===== config.mk =====
export PLATFORM = sky130hd
export DESIGN_NAME = msrc_ctrl
export DESIGN_NICKNAME = d
export VERILOG_FILES = /design/src/sv/msrc_pkg.sv /design/src/sv/msrc_ctrl.sv
export SDC_FILE = /design/constraint.sdc
export NUM_CORES = 1
export LEC_CHECK = 0
export BUFFER_PORTS_ARGS = -buffer_cell sky130_fd_sc_hd__buf_2
export CAP_MARGIN = 5
export CORE_AREA = 5 5 42 44
export CTS_CLUSTER_SIZE = 20
export DETAILED_ROUTE_END_ITERATION = 12
export DIE_AREA = 0 0 47 49
export PLACE_DENSITY_LB_ADDON = 0.15
export SKIP_CTS_REPAIR_TIMING = 1
export SLEW_MARGIN = 10
export SYNTH_ARGS = -nofsm -noshare
export SYNTH_HDL_FRONTEND = slang
export SYNTH_SLANG_ARGS = --single-unit

===== constraint.sdc =====
create_clock -name i_clk -period 1.8 [get_ports i_clk]
set_input_delay 0.36 -clock i_clk [delete_from_list [all_inputs] [get_ports i_clk]]
set_output_delay 0.36 -clock i_clk [all_outputs]
set_load 0.005 [all_outputs]

===== src/sv/msrc_pkg.sv =====
// Package: types, codes and duty table of the speed ramp commander.
package msrc_pkg;

    localparam int SPD_W  = 4;
    localparam int DUTY_W = 7;
    localparam int DIST_W = 10;
    localparam int BYTE_W = 8;

    localparam int SPEED_LEVELS_DEF = 10;
    localparam logic [DIST_W-1:0] THR_RESET = 10'd40;

    localparam logic [BYTE_W-1:0] CHR_W  = 8'h57;
    localparam logic [BYTE_W-1:0] CHR_S  = 8'h53;
    localparam logic [BYTE_W-1:0] CHR_A  = 8'h41;
    localparam logic [BYTE_W-1:0] CHR_D  = 8'h44;
    localparam logic [BYTE_W-1:0] CHR_O  = 8'h4F;
    localparam logic [BYTE_W-1:0] CHR_0  = 8'h30;
    localparam logic [BYTE_W-1:0] CHR_9  = 8'h39;

    localparam logic FUNC_CMD  = 1'b0;
    localparam logic FUNC_DIST = 1'b1;

    typedef enum logic [1:0] {
        DIR_STOP = 2'd0,
        DIR_FWD  = 2'd1,
        DIR_BWD  = 2'd2
    } t_dir;

    typedef enum logic [2:0] {
        PEND_NONE = 3'd0,
        PEND_W    = 3'd1,
        PEND_S    = 3'd2,
        PEND_A    = 3'd3,
        PEND_D    = 3'd4,
        PEND_O    = 3'd5
    } t_pend;

    typedef struct packed {
        logic load;
        logic plan;
        logic emit;
    } t_dp_cmd;

    typedef struct packed {
        logic has_run;
        logic out_free;
        logic ramp_end;
    } t_dp_sts;

    function automatic logic [DUTY_W-1:0] duty_of(input logic [SPD_W-1:0] spd);
        logic [DUTY_W-1:0] d;
        case (spd)
            4'd0:    d = 7'd0;
            4'd1:    d = 7'd10;
            4'd2:    d = 7'd20;
            4'd3:    d = 7'd30;
            4'd4:    d = 7'd40;
            4'd5:    d = 7'd50;
            4'd6:    d = 7'd60;
            4'd7:    d = 7'd75;
            4'd8:    d = 7'd80;
            default: d = 7'd90;
        endcase
        return d;
    endfunction

endpackage


===== src/sv/msrc_ctrl.sv =====
// Controller: sequences load, plan and ramp emission of one item.
module msrc_ctrl
    import msrc_pkg::*;
(
    input  logic    i_clk,
    input  logic    i_rst_n,
    input  logic    i_in_valid,
    output logic    o_in_ready,
    input  t_dp_sts i_sts,
    output t_dp_cmd o_cmd
);

    typedef enum logic [1:0] {
        S_IDLE,
        S_PLAN,
        S_RAMP
    } t_state;

    t_state r_state;

    always_comb begin
        o_in_ready = (r_state == S_IDLE);
        o_cmd.load = (r_state == S_IDLE) && i_in_valid;
        o_cmd.plan = (r_state == S_PLAN);
        o_cmd.emit = (r_state == S_RAMP) && i_sts.out_free;
    end

    always_ff @(posedge i_clk) begin
        if (!i_rst_n) begin
            r_state <= S_IDLE;
        end else begin
            unique case (r_state)
                S_IDLE: begin
                    if (i_in_valid) r_state <= S_PLAN;
                end
                S_PLAN: begin
                    r_state <= i_sts.has_run ? S_RAMP : S_IDLE;
                end
                S_RAMP: begin
                    if (i_sts.out_free && i_sts.ramp_end) r_state <= S_IDLE;
                end
                default: r_state <= S_IDLE;
            endcase
        end
    end

endmodule


==> out/results.txt <==
fillers: 166
Clk pwr share: 57.0%
CP max stage cell: dfxtp_1
Post-Syn Area: 106 sq um
# port buffers: 9
FMAX: 740 MHz
Cells after Synth: 12
largest reg by FF count: r_state
die width: 47 um
CP Cell Sequence: nor2_1 > and2_1 > buf_2
Mapped Nets: 18
max FFs per register: 2
I/O pin total: 10
crit path buf inv count: 1
Post-Route WL: 316 um
Cell Int Power: 0.000134 W
First-pass DRT Iterations: 3
Top Registers: r_state: 2 flops
Worst-Margin Slew: 0.194 ns
cell family with most CP delay: flip-flops
htree depth: 1
pin count of the biggest net entering global routing: 5
Final nets: 32
Arr. time, crit path: 0.99 ns
Hold Path Origin: i_in_valid
HPWL after DPL: 244 um
Flop pwr share: 29.3%
sw power: 0.0000359 W
Final Max Tran Viols: 0
pwr dens: 878 nW/um^2
Logic pwr share: 13.7%
CTS sink cnt: 2
status: finished, final reports clean
Setup Skew: 0.0000787 ns
clk_lat worst skew: 0.22 ns
final setup margin: 0.450 ns
grt total ovfl: 0
crit path capture type: primary output
Pleak: 0.0936 nW
post-layout util: 13.8%
row count: 14
Slew headroom: 87.1%
vias: 110
setup TNS: 0 ns
Worst Path Required: 1.44 ns
vias in the first global route: 103
RR Startpoint: r_state[1]
fin crit share: 75.0%
gpl congestion: 0.734
Clock Root Buffer: clkbuf_4
first-pass GRT wire length: 448 um
initial antenna violation count: 0
Synth Area per Inst: 8.86 sq um
ant diodes: 0
Worst R2R End: r_state[0]
Routed Antenna Nets: 0
Final min period: 1.35 ns
Reg clk slew, reported paths: 0.03 ns
Num CTS Buffers: 3
Synth cell types: 9
max incr delay on CP: 0.41 ns
Yosys reg bits: 2
die area: 2300 sq um
Initial Util: 7.59%
fin area: 194 sq um
layout cells sized above 1: 62.5%
CP Launch Type: flop
hold crit path type: in -> reg
Area after DPL: 171 sq um
core box area: 1400 sq um
CTS tree: built
hold path endpoint: r_state[0]
die span in y: 49 um
RSZ-0062 raised after global routing: no
FF-to-FF path depth: 2
flop2flop setup slack: 1.02 ns
Ys Warns: 0
Total GRT Usage: 3.23%
wire per inst: 7.90 um
Fin. Hold Viols: 0
Max Buffers Root-to-Sink: 2
worst-path fanout max: 4
Seq/Total Area, Yosys: 37.6%
VDD IR-drop max: 403 uV
DRC: 0
final setup fails: 0
critical setup path kind: reg -> out
hold slack final: 0.377 ns
Post-Place Setup Slack: 0.691 ns
area grow syn2layout: 82.4%
vias per inst: 2.75
# Max-Cap Violations: 0
Sw Share: 21.1%
Hold Crit Depth: 2
initial DRC count: 6
==> Yosys cell counts <==
library cell / n / area, sq um
nand2_1: 2 / 7.51
and2_1: 1 / 6.26
a21boi_2: 1 / 11.3
nor2_1: 2 / 7.51
and3_1: 1 / 6.26
nand2_2: 1 / 6.26
dfxtp_1: 2 / 40.0
nor2b_4: 1 / 13.8
nand3b_1: 1 / 7.51
==> worst max-delay path by stage <==
stage / slack (ns) / to / cells past startpoint / start
after floorplan: 0.80 / o_cmd[2] / 2 / r_state[1]
after detailed placement: 0.69 / o_cmd[2] / 3 / r_state[1]
final: 0.45 / o_cmd[2] / 3 / r_state[1]
after global routing: 0.38 / o_cmd[2] / 3 / r_state[1]
after CTS: 0.44 / o_cmd[2] / 3 / r_state[1]
after global placement: 0.69 / o_cmd[2] / 3 / r_state[1]
==> power groups by stage <==
| stage | logic [W] | clock network, W | registers [W] |
|---|---|---|---|
| after CTS | 0.0000234 | 0.000104 | 0.0000497 |
| after global placement | 0.0000230 | 0 | 0.0000501 |
| after detailed placement | 0.0000232 | 0 | 0.0000503 |
| after floorplan | 0.0000110 | 0 | 0.0000497 |
| final | 0.0000233 | 0.0000970 | 0.0000499 |
| after global routing | 0.0000256 | 0.000112 | 0.0000500 |
==> cells in the final DEF, fill, tap and decap left out <==
| cell type | netlist | final |
|---|---|---|
| a21boi_2 | 1 | 1 |
| and2_1 | 1 | 1 |
| and3_1 | 1 | 1 |
| buf_2 | 0 | 9 |
| clkbuf_4 | 0 | 3 |
| dfxtp_1 | 2 | 2 |
| nand2_1 | 2 | 2 |
| nand2_2 | 1 | 1 |
| nand3b_1 | 1 | 1 |
| nor2_1 | 2 | 2 |
| nor2b_4 | 1 | 1 |
==> worst register-to-register path, delay by kind of cell, from the launching register on <==
family	cells	cell delay (ns)
simple gates	2	0.27
flops	1	0.41
==> metrics by stage <==
step | total power [W] | instances
global route | 0.000187 | 40
floorplan | 0.0000607 | 12
detailed placement | 0.0000735 | 37
CTS | 0.000177 | 40
global placement | 0.0000731 | 37
finish | 0.000170 | 40
==> metal layers <==
| layer | wire length, um | part of all wire (%) | track usage [%] |
|---|---|---|---|
| met5 | 0 | 0 | 0 |
| met4 | 0 | 0 | 1.38 |
| met3 | 71 | 22 | 5.90 |
| met2 | 49 | 16 | 1.58 |
| met1 | 195 | 62 | 4.38 |
==> logic make-up after synthesis <==
family | Yosys count | share of synthesized area (%)
flip-flops | 2 | 37.6
AO/OA/AOI/OAI | 1 | 10.6
AND/OR/NAND/NOR | 9 | 51.8
==> area by class of cell <==
| type | instances | area (sq um) | share of cell area, % |
|---|---|---|---|
| well taps | 16 | 20.0 | 10.3 |
| flip-flops and latches | 2 | 40.0 | 20.6 |
| repair buffers | 9 | 45.0 | 23.2 |
| multi-input cells | 10 | 66.3 | 34.2 |
| clock buffers | 3 | 22.5 | 11.6 |
(Power assumes the default switching activity.)
