===== src/sv/msrc_pkg.sv =====
// Package: types, codes and duty table of the speed ramp commander.
package msrc_pkg;

    localparam int SPD_W  = 4;
    localparam int DUTY_W = 7;
    localparam int DIST_W = 10;
    localparam int BYTE_W = 8;

    localparam int SPEED_LEVELS_DEF = 10;
    localparam logic [DIST_W-1:0] THR_RESET = 10'd40;

    localparam logic [BYTE_W-1:0] CHR_W  = 8'h57;
    localparam logic [BYTE_W-1:0] CHR_S  = 8'h53;
    localparam logic [BYTE_W-1:0] CHR_A  = 8'h41;
    localparam logic [BYTE_W-1:0] CHR_D  = 8'h44;
    localparam logic [BYTE_W-1:0] CHR_O  = 8'h4F;
    localparam logic [BYTE_W-1:0] CHR_0  = 8'h30;
    localparam logic [BYTE_W-1:0] CHR_9  = 8'h39;

    localparam logic FUNC_CMD  = 1'b0;
    localparam logic FUNC_DIST = 1'b1;

    typedef enum logic [1:0] {
        DIR_STOP = 2'd0,
        DIR_FWD  = 2'd1,
        DIR_BWD  = 2'd2
    } t_dir;

    typedef enum logic [2:0] {
        PEND_NONE = 3'd0,
        PEND_W    = 3'd1,
        PEND_S    = 3'd2,
        PEND_A    = 3'd3,
        PEND_D    = 3'd4,
        PEND_O    = 3'd5
    } t_pend;

    typedef struct packed {
        logic load;
        logic plan;
        logic emit;
    } t_dp_cmd;

    typedef struct packed {
        logic has_run;
        logic out_free;
        logic ramp_end;
    } t_dp_sts;

    function automatic logic [DUTY_W-1:0] duty_of(input logic [SPD_W-1:0] spd);
        logic [DUTY_W-1:0] d;
        case (spd)
            4'd0:    d = 7'd0;
            4'd1:    d = 7'd10;
            4'd2:    d = 7'd20;
            4'd3:    d = 7'd30;
            4'd4:    d = 7'd40;
            4'd5:    d = 7'd50;
            4'd6:    d = 7'd60;
            4'd7:    d = 7'd75;
            4'd8:    d = 7'd80;
            default: d = 7'd90;
        endcase
        return d;
    endfunction

endpackage


===== src/sv/msrc_dp.sv =====
// Datapath: command latches, motor state, ramp stepper and result register.
module msrc_dp
    import msrc_pkg::*;
#(
    parameter int SPEED_LEVELS = SPEED_LEVELS_DEF
) (
    input  logic              i_clk,
    input  logic              i_rst_n,
    input  t_dp_cmd           i_cmd,
    output t_dp_sts           o_sts,
    input  logic              i_func,
    input  logic [BYTE_W-1:0] i_cmd_byte,
    input  logic [DIST_W-1:0] i_distance_cm,
    input  logic              i_cfg_valid,
    input  logic [DIST_W-1:0] i_cfg_data,
    input  logic              i_out_ready,
    output logic              o_out_valid,
    output logic [1:0]        o_drive_direction,
    output logic [SPD_W-1:0]  o_speed_step,
    output logic [DUTY_W-1:0] o_duty_percent,
    output logic              o_alarm,
    output logic              o_last
);

    localparam logic [SPD_W:0] LEVELS = (SPD_W+1)'(SPEED_LEVELS);

    logic [DIST_W-1:0] r_thr;
    logic              r_func;
    logic [DIST_W-1:0] r_dist;
    t_pend             r_pend_dir;
    logic              r_pend_vld;
    logic [SPD_W-1:0]  r_pend_spd;
    logic [SPD_W-1:0]  r_cur_spd;
    t_dir              r_cur_dir;
    t_dir              r_run_dir;
    logic [SPD_W-1:0]  r_step;
    logic [SPD_W-1:0]  r_tgt;
    logic              r_alarm;
    logic              r_second;
    t_dir              r_sec_dir;
    logic [SPD_W-1:0]  r_sec_tgt;
    logic              r_out_valid;
    t_dir              r_out_dir;
    logic [SPD_W-1:0]  r_out_spd;
    logic              r_out_alarm;
    logic              r_out_last;

    logic              is_digit;
    logic              move_run;
    logic              at_tgt;
    t_dir              move_dir;
    logic [SPD_W-1:0]  n_step;

    assign is_digit = (i_cmd_byte >= CHR_0) && (i_cmd_byte <= CHR_9)
                      && ({1'b0, i_cmd_byte[SPD_W-1:0]} < LEVELS);
    assign move_run = r_pend_vld && (r_pend_dir == PEND_W || r_pend_dir == PEND_S);
    assign move_dir = (r_pend_dir == PEND_W) ? DIR_FWD : DIR_BWD;
    assign at_tgt   = (r_step == r_tgt);
    assign n_step   = (r_step < r_tgt) ? r_step + 1'b1 : r_step - 1'b1;

    assign o_sts.has_run  = (r_func == FUNC_DIST) || move_run || (r_pend_dir == PEND_O);
    assign o_sts.out_free = !r_out_valid || i_out_ready;
    assign o_sts.ramp_end = at_tgt && !r_second;

    // threshold register
    always_ff @(posedge i_clk) begin
        if (!i_rst_n) begin
            r_thr <= THR_RESET;
        end else if (i_cfg_valid) begin
            r_thr <= i_cfg_data;
        end
    end

    // item capture and command latches
    always_ff @(posedge i_clk) begin
        if (i_cmd.load) begin
            r_func <= i_func;
            r_dist <= i_distance_cm;
        end
    end

    always_ff @(posedge i_clk) begin
        if (!i_rst_n) begin
            r_pend_dir <= PEND_NONE;
            r_pend_vld <= 1'b0;
            r_pend_spd <= '0;
            r_cur_spd  <= '0;
            r_cur_dir  <= DIR_STOP;
            r_second   <= 1'b0;
        end else if (i_cmd.load && i_func == FUNC_CMD) begin
            unique case (i_cmd_byte)
                CHR_W:   r_pend_dir <= PEND_W;
                CHR_S:   r_pend_dir <= PEND_S;
                CHR_A:   r_pend_dir <= PEND_A;
                CHR_D:   r_pend_dir <= PEND_D;
                CHR_O:   r_pend_dir <= PEND_O;
                default: begin
                    if (is_digit) begin
                        r_pend_spd <= i_cmd_byte[SPD_W-1:0];
                        r_pend_vld <= 1'b1;
                    end
                end
            endcase
        end else if (i_cmd.plan) begin
            r_second <= 1'b0;
            if (r_func == FUNC_DIST) begin
                r_step <= r_cur_spd;
                if (r_dist < r_thr && r_cur_dir == DIR_FWD) begin
                    r_run_dir <= DIR_FWD;
                    r_tgt     <= '0;
                    r_alarm   <= 1'b1;
                    r_cur_spd <= '0;
                end else begin
                    r_run_dir <= r_cur_dir;
                    r_tgt     <= r_cur_spd;
                    r_alarm   <= 1'b0;
                end
            end else if (move_run) begin
                r_alarm    <= 1'b0;
                r_step     <= r_cur_spd;
                r_cur_spd  <= r_pend_spd;
                r_cur_dir  <= move_dir;
                r_pend_dir <= PEND_NONE;
                r_pend_vld <= 1'b0;
                r_pend_spd <= '0;
                if (r_cur_dir != DIR_STOP && r_cur_dir != move_dir) begin
                    r_run_dir <= r_cur_dir;
                    r_tgt     <= '0;
                    r_second  <= 1'b1;
                    r_sec_dir <= move_dir;
                    r_sec_tgt <= r_pend_spd;
                end else begin
                    r_run_dir <= move_dir;
                    r_tgt     <= r_pend_spd;
                end
            end else if (r_pend_dir == PEND_O) begin
                r_alarm    <= 1'b0;
                r_run_dir  <= r_cur_dir;
                r_step     <= (r_cur_dir == DIR_STOP) ? '0 : r_cur_spd;
                r_tgt      <= '0;
                r_cur_spd  <= '0;
                r_cur_dir  <= DIR_STOP;
                r_pend_dir <= PEND_NONE;
                r_pend_vld <= 1'b0;
                r_pend_spd <= '0;
            end
        end else if (i_cmd.emit) begin
            if (at_tgt) begin
                if (r_second) begin
                    // reversal: down phase done, climb from zero
                    r_second  <= 1'b0;
                    r_step    <= '0;
                    r_run_dir <= r_sec_dir;
                    r_tgt     <= r_sec_tgt;
                end
            end else begin
                r_step <= n_step;
            end
        end
    end

    // result register
    always_ff @(posedge i_clk) begin
        if (!i_rst_n) begin
            r_out_valid <= 1'b0;
        end else if (i_cmd.emit) begin
            r_out_valid <= 1'b1;
        end else if (i_out_ready) begin
            r_out_valid <= 1'b0;
        end
    end

    always_ff @(posedge i_clk) begin
        if (i_cmd.emit) begin
            r_out_dir   <= r_run_dir;
            r_out_spd   <= r_step;
            r_out_alarm <= r_alarm;
            r_out_last  <= at_tgt && !r_second;
        end
    end

    assign o_out_valid       = r_out_valid;
    assign o_drive_direction = r_out_dir;
    assign o_speed_step      = r_out_spd;
    assign o_duty_percent    = duty_of(r_out_spd);
    assign o_alarm           = r_out_alarm;
    assign o_last            = r_out_last;

endmodule


===== config.mk =====
export PLATFORM = sky130hd
export DESIGN_NAME = msrc_dp
export DESIGN_NICKNAME = d
export VERILOG_FILES = /design/src/sv/msrc_pkg.sv /design/src/sv/msrc_dp.sv
export SDC_FILE = /design/constraint.sdc
export NUM_CORES = 1
export LEC_CHECK = 0
export ABC_AREA = 0
export BUFFER_PORTS_ARGS = -buffer_cell sky130_fd_sc_hd__buf_2
export CAP_MARGIN = 20
export CORE_UTILIZATION = 60
export DETAILED_ROUTE_END_ITERATION = 10
export PLACE_DENSITY = 0.84
export SYNTH_ARGS = -nofsm -noshare
export SYNTH_HDL_FRONTEND = slang
export SYNTH_SLANG_ARGS = --single-unit
export TNS_END_PERCENT = 50

===== constraint.sdc =====
create_clock -name i_clk -period 7.21 [get_ports i_clk]
set_input_delay 2.163 -clock i_clk [delete_from_list [all_inputs] [get_ports i_clk]]
set_output_delay 2.163 -clock i_clk [all_outputs]
set_load 0.01 [all_outputs]

==> summary.md <==
| Metric | Value |
|---|---|
| Clock-pin slew on the worst setup and hold paths | 0.06 ns |
| Routability cong. | 0.8512 |
| Reg2Reg Depth | 11 |
| Post-synth top area share | 0.3271 |
| Flop2flop setup slack | 4.57 ns |
| Vias in the first global route | 2341 |
| Final hold violation count | 0 |
| R2r endpoint | r_step[3]$_DFFE_PP_ |
| Syn Inst Count | 310 |
| Diode count | 0 |
| Clock sinks | 69 |
| First-pass GRT wire length | 10210 um |
| Grt ovf | 0 |
| CTS tree | built |
| PortBufs | 54 |
| DRC | 0 |
| Worst EP required | 5.05 ns |
| Status | complete, no violations |
| Slew headroom | 0.4954 |
| Maxcap violations | 0 |
| Synth cell types | 54 |
| NetSw | 0.1929 mW |
| CP Class | primary input to primary output |
| Starting density of the core | 0.6349 |
| Top cells by area, synth | edfxtp_1, dfxtp_1, ha_1 |
| Initial antenna violation count | 0 |
| DRT Pass-1 Iters | 4 |
| Number of synthesized register bits | 69 |
| # resized after CTS | 0 |
| Final Core Density | 0.7284 |
| Initial DRC count | 112 |
| Startpoint types | primary input |
| Area growth, synth to finish | 14.73% |
| P_leak | 1.506 nW |
| Final Cycle Share | 0.6516 |
| Logic pwr share | 0.112 |
| Worst hold endpoint | o_drive_direction[0]$_DFFE_PP_ |
| Die area | 5808 sq um |
| Netlist Area Pre-Place | 3304 sq um |
| Via-to-Cell Ratio | 5.575 |
| Synth Net Count | 366 |
| Num CTS Buffers | 9 |
| Post-synth EDFFs | 36 |
| Hold WC Path Type | flip-flop to flip-flop |
| Io pins | 55 |
| Worst hold slack | 0.4239 ns |
| Fin Clk Skew | 0.01052 ns |
| Fmax | 212.9 MHz |
| Post-DRT Antenna Nets | 0 |
| Aggregate global-route resource usage | 0.2234 |
| Largest net degree at the start of global routing | 26 |
| CTS root buf | clkbuf_8 |
| Routed len/inst | 13.79 um |
| Sequential share of the synthesized area | 0.5271 |
| Worst-path fanout max | 2 |
| Worst r2r src | r_step[0]$_DFFE_PP_ |
| Async set-reset flop share out of synthesis | 0 |
| Hold-fix buffers, CTS | 0 |
| Setup-failing EPs final | 0 |
| Drt total wl | 6038 um |
| Sequential Power Share | 0.539 |
| Peak VDD IR | 0.1294 mV |
| Internal power | 0.6242 mW |
| Via count | 2442 |
| Dominant synthesized flop cell | edfxtp_1 |
| Share of cells above drive strength 1 | 0.2120 |
| Core area | 5205 sq um |
| Synth Warn # | 0 |
| Final Critical Period | 4.698 ns |
| Max Slew Vio Count | 0 |
| CP arrival | 2.54 ns |
| Commonest non-fill, non-tap cells in the layout | buf_2, edfxtp_1, dfxtp_1 |
| Unrepaired setup endpoints after global routing | false |
| Post-DP HPWL | 4412 um |
| Area leader, netlist | edfxtp_1 |
| Commonest non-fill, non-tap cell in the layout | buf_2 |
| Chip Width | 76.21 um |
| Pwr dens | 215.5 nW/um^2 |
| Worst skew pair latency | 0.34 ns |
| Net Sw Frac | 0.2361 |
| Nets | 419 |
| Die span in y | 76.21 um |
| Worst Setup SP | i_out_ready |
| H-tree levels | 3 |
| Post-CTS Setup Bufs | 0 |
| Synthesized area per cell | 10.66 sq um |
| Worst-margin pin slew | 0.7471 ns |
| Core Rows | 26 |
| Hold depth | 0 |
| Hold_sp | r_run_dir[0]$_DFFE_PP_ |
| CP endpoint kind | primary output |
| Setup Total Neg Slack | 0 ns |
| Deepest clock path buffer count | 2 |
| Clk pwr share | 0.350 |
==> synthesized netlist by cell type, drive strengths merged (2+ instances only) <==
master and instances:
a211oi 3, a21o 3, a21oi 16, a22oi 5
a31oi 7, buf 3, clkbuf 9, dfxtp 33
edfxtp 36, ha 19, inv 27, mux2 3
mux2i 11, nand2 11, nand2b 6, nand3 16
nand4 4, nand4b 2, nor2 26, nor2b 8
nor3 9, nor3b 2, nor4 2, o211ai 3
o21ai 10, o21bai 2, o22ai 8, or3 4
xnor2 3, xor2 2
==> stage by stage <==
stage | std cells | power [mW] | setup WS, ns | area (sq um)
floorplan | 310 | 0.5066 | 2.713 | 3304
global route | 438 | 0.8512 | 2.481 | 3791
finish | 438 | 0.8171 | 2.512 | 3791
detailed placement | 422 | 0.5404 | 2.510 | 3610
CTS | 438 | 0.8230 | 2.510 | 3791
global placement | 422 | 0.5357 | 2.519 | 3610
==> cell type report <==
cell class	instances	area, sq um
Inverter	27	101.3
Tap cell	70	87.58
Multi-Input combinational cell	202	1409
Sequential cell	69	1742
Fill cell	392	1414
Clock inverter	1	5.005
Timing Repair Buffer	54	270.3
Clock buffer	15	176.4
==> logic make-up (layout without fill, tap and decap cells) <==
| group | count (synthesis) | in the layout | share of synthesized area |
|---|---|---|---|
| flip-flops | 69 | 69 | 0.5271 |
| AO/OA/AOI/OAI | 65 | 65 | 0.1257 |
| buffers and inverters | 39 | 97 | 0.04657 |
| AND/OR/NAND/NOR | 98 | 98 | 0.1659 |
| adder cells (fa/ha/maj) | 20 | 20 | 0.07800 |
| XOR/XNOR | 5 | 5 | 0.01325 |
| multiplexers | 14 | 14 | 0.04354 |
==> registers in the layout, indices dropped and copies added, names as in the netlist, 2 cells and up <==
signal / flops
r_pend_dir: 3
r_sec_dir: 2
r_cur_spd: 4
r_tgt: 4
o_speed_step: 4
o_drive_direction: 2
o_duty_percent: 7
r_pend_spd: 4
r_run_dir: 2
r_sec_tgt: 4
r_dist: 10
r_step: 4
r_thr: 10
r_cur_dir: 2
==> power by group through the flow <==
stage,combinational (mW),clock (mW),sequential [mW]
6_report,0.0912,0.286,0.440
5_1_grt,0.103,0.306,0.442
4_1_cts,0.0917,0.291,0.440
3_5_place_dp,0.0914,0,0.449
3_3_place_gp,0.0876,0,0.448
2_1_floorplan,0.0569,0,0.450
==> metal layers <==
| layer | vias to the layer above | share of wire | GRT usage |
|---|---|---|---|
| li1 | 1240 | - | - |
| met1 | 1116 | 0.44 | 0.2657 |
| met2 | 69 | 0.49 | 0.3802 |
| met3 | 17 | 0.046 | 0.04551 |
| met4 | 0 | 0.025 | 0.1192 |
| met5 | - | 0 | 0 |
==> critical path, stage by stage <==
cell	delay [ns]
buf_2	0.09
nand2b_1	0.14
buf_2	0.14
==> worst max-delay path by stage <==
stage	to	slack (ns)	depth (start not counted)
detailed placement	o_sts[1]	2.51	3
finish	o_sts[1]	2.51	3
floorplan	o_sts[1]	2.71	1
CTS	o_sts[1]	2.51	3
global route	o_sts[1]	2.48	3
global placement	o_sts[1]	2.52	3
Power figures use the tool's default switching activity.
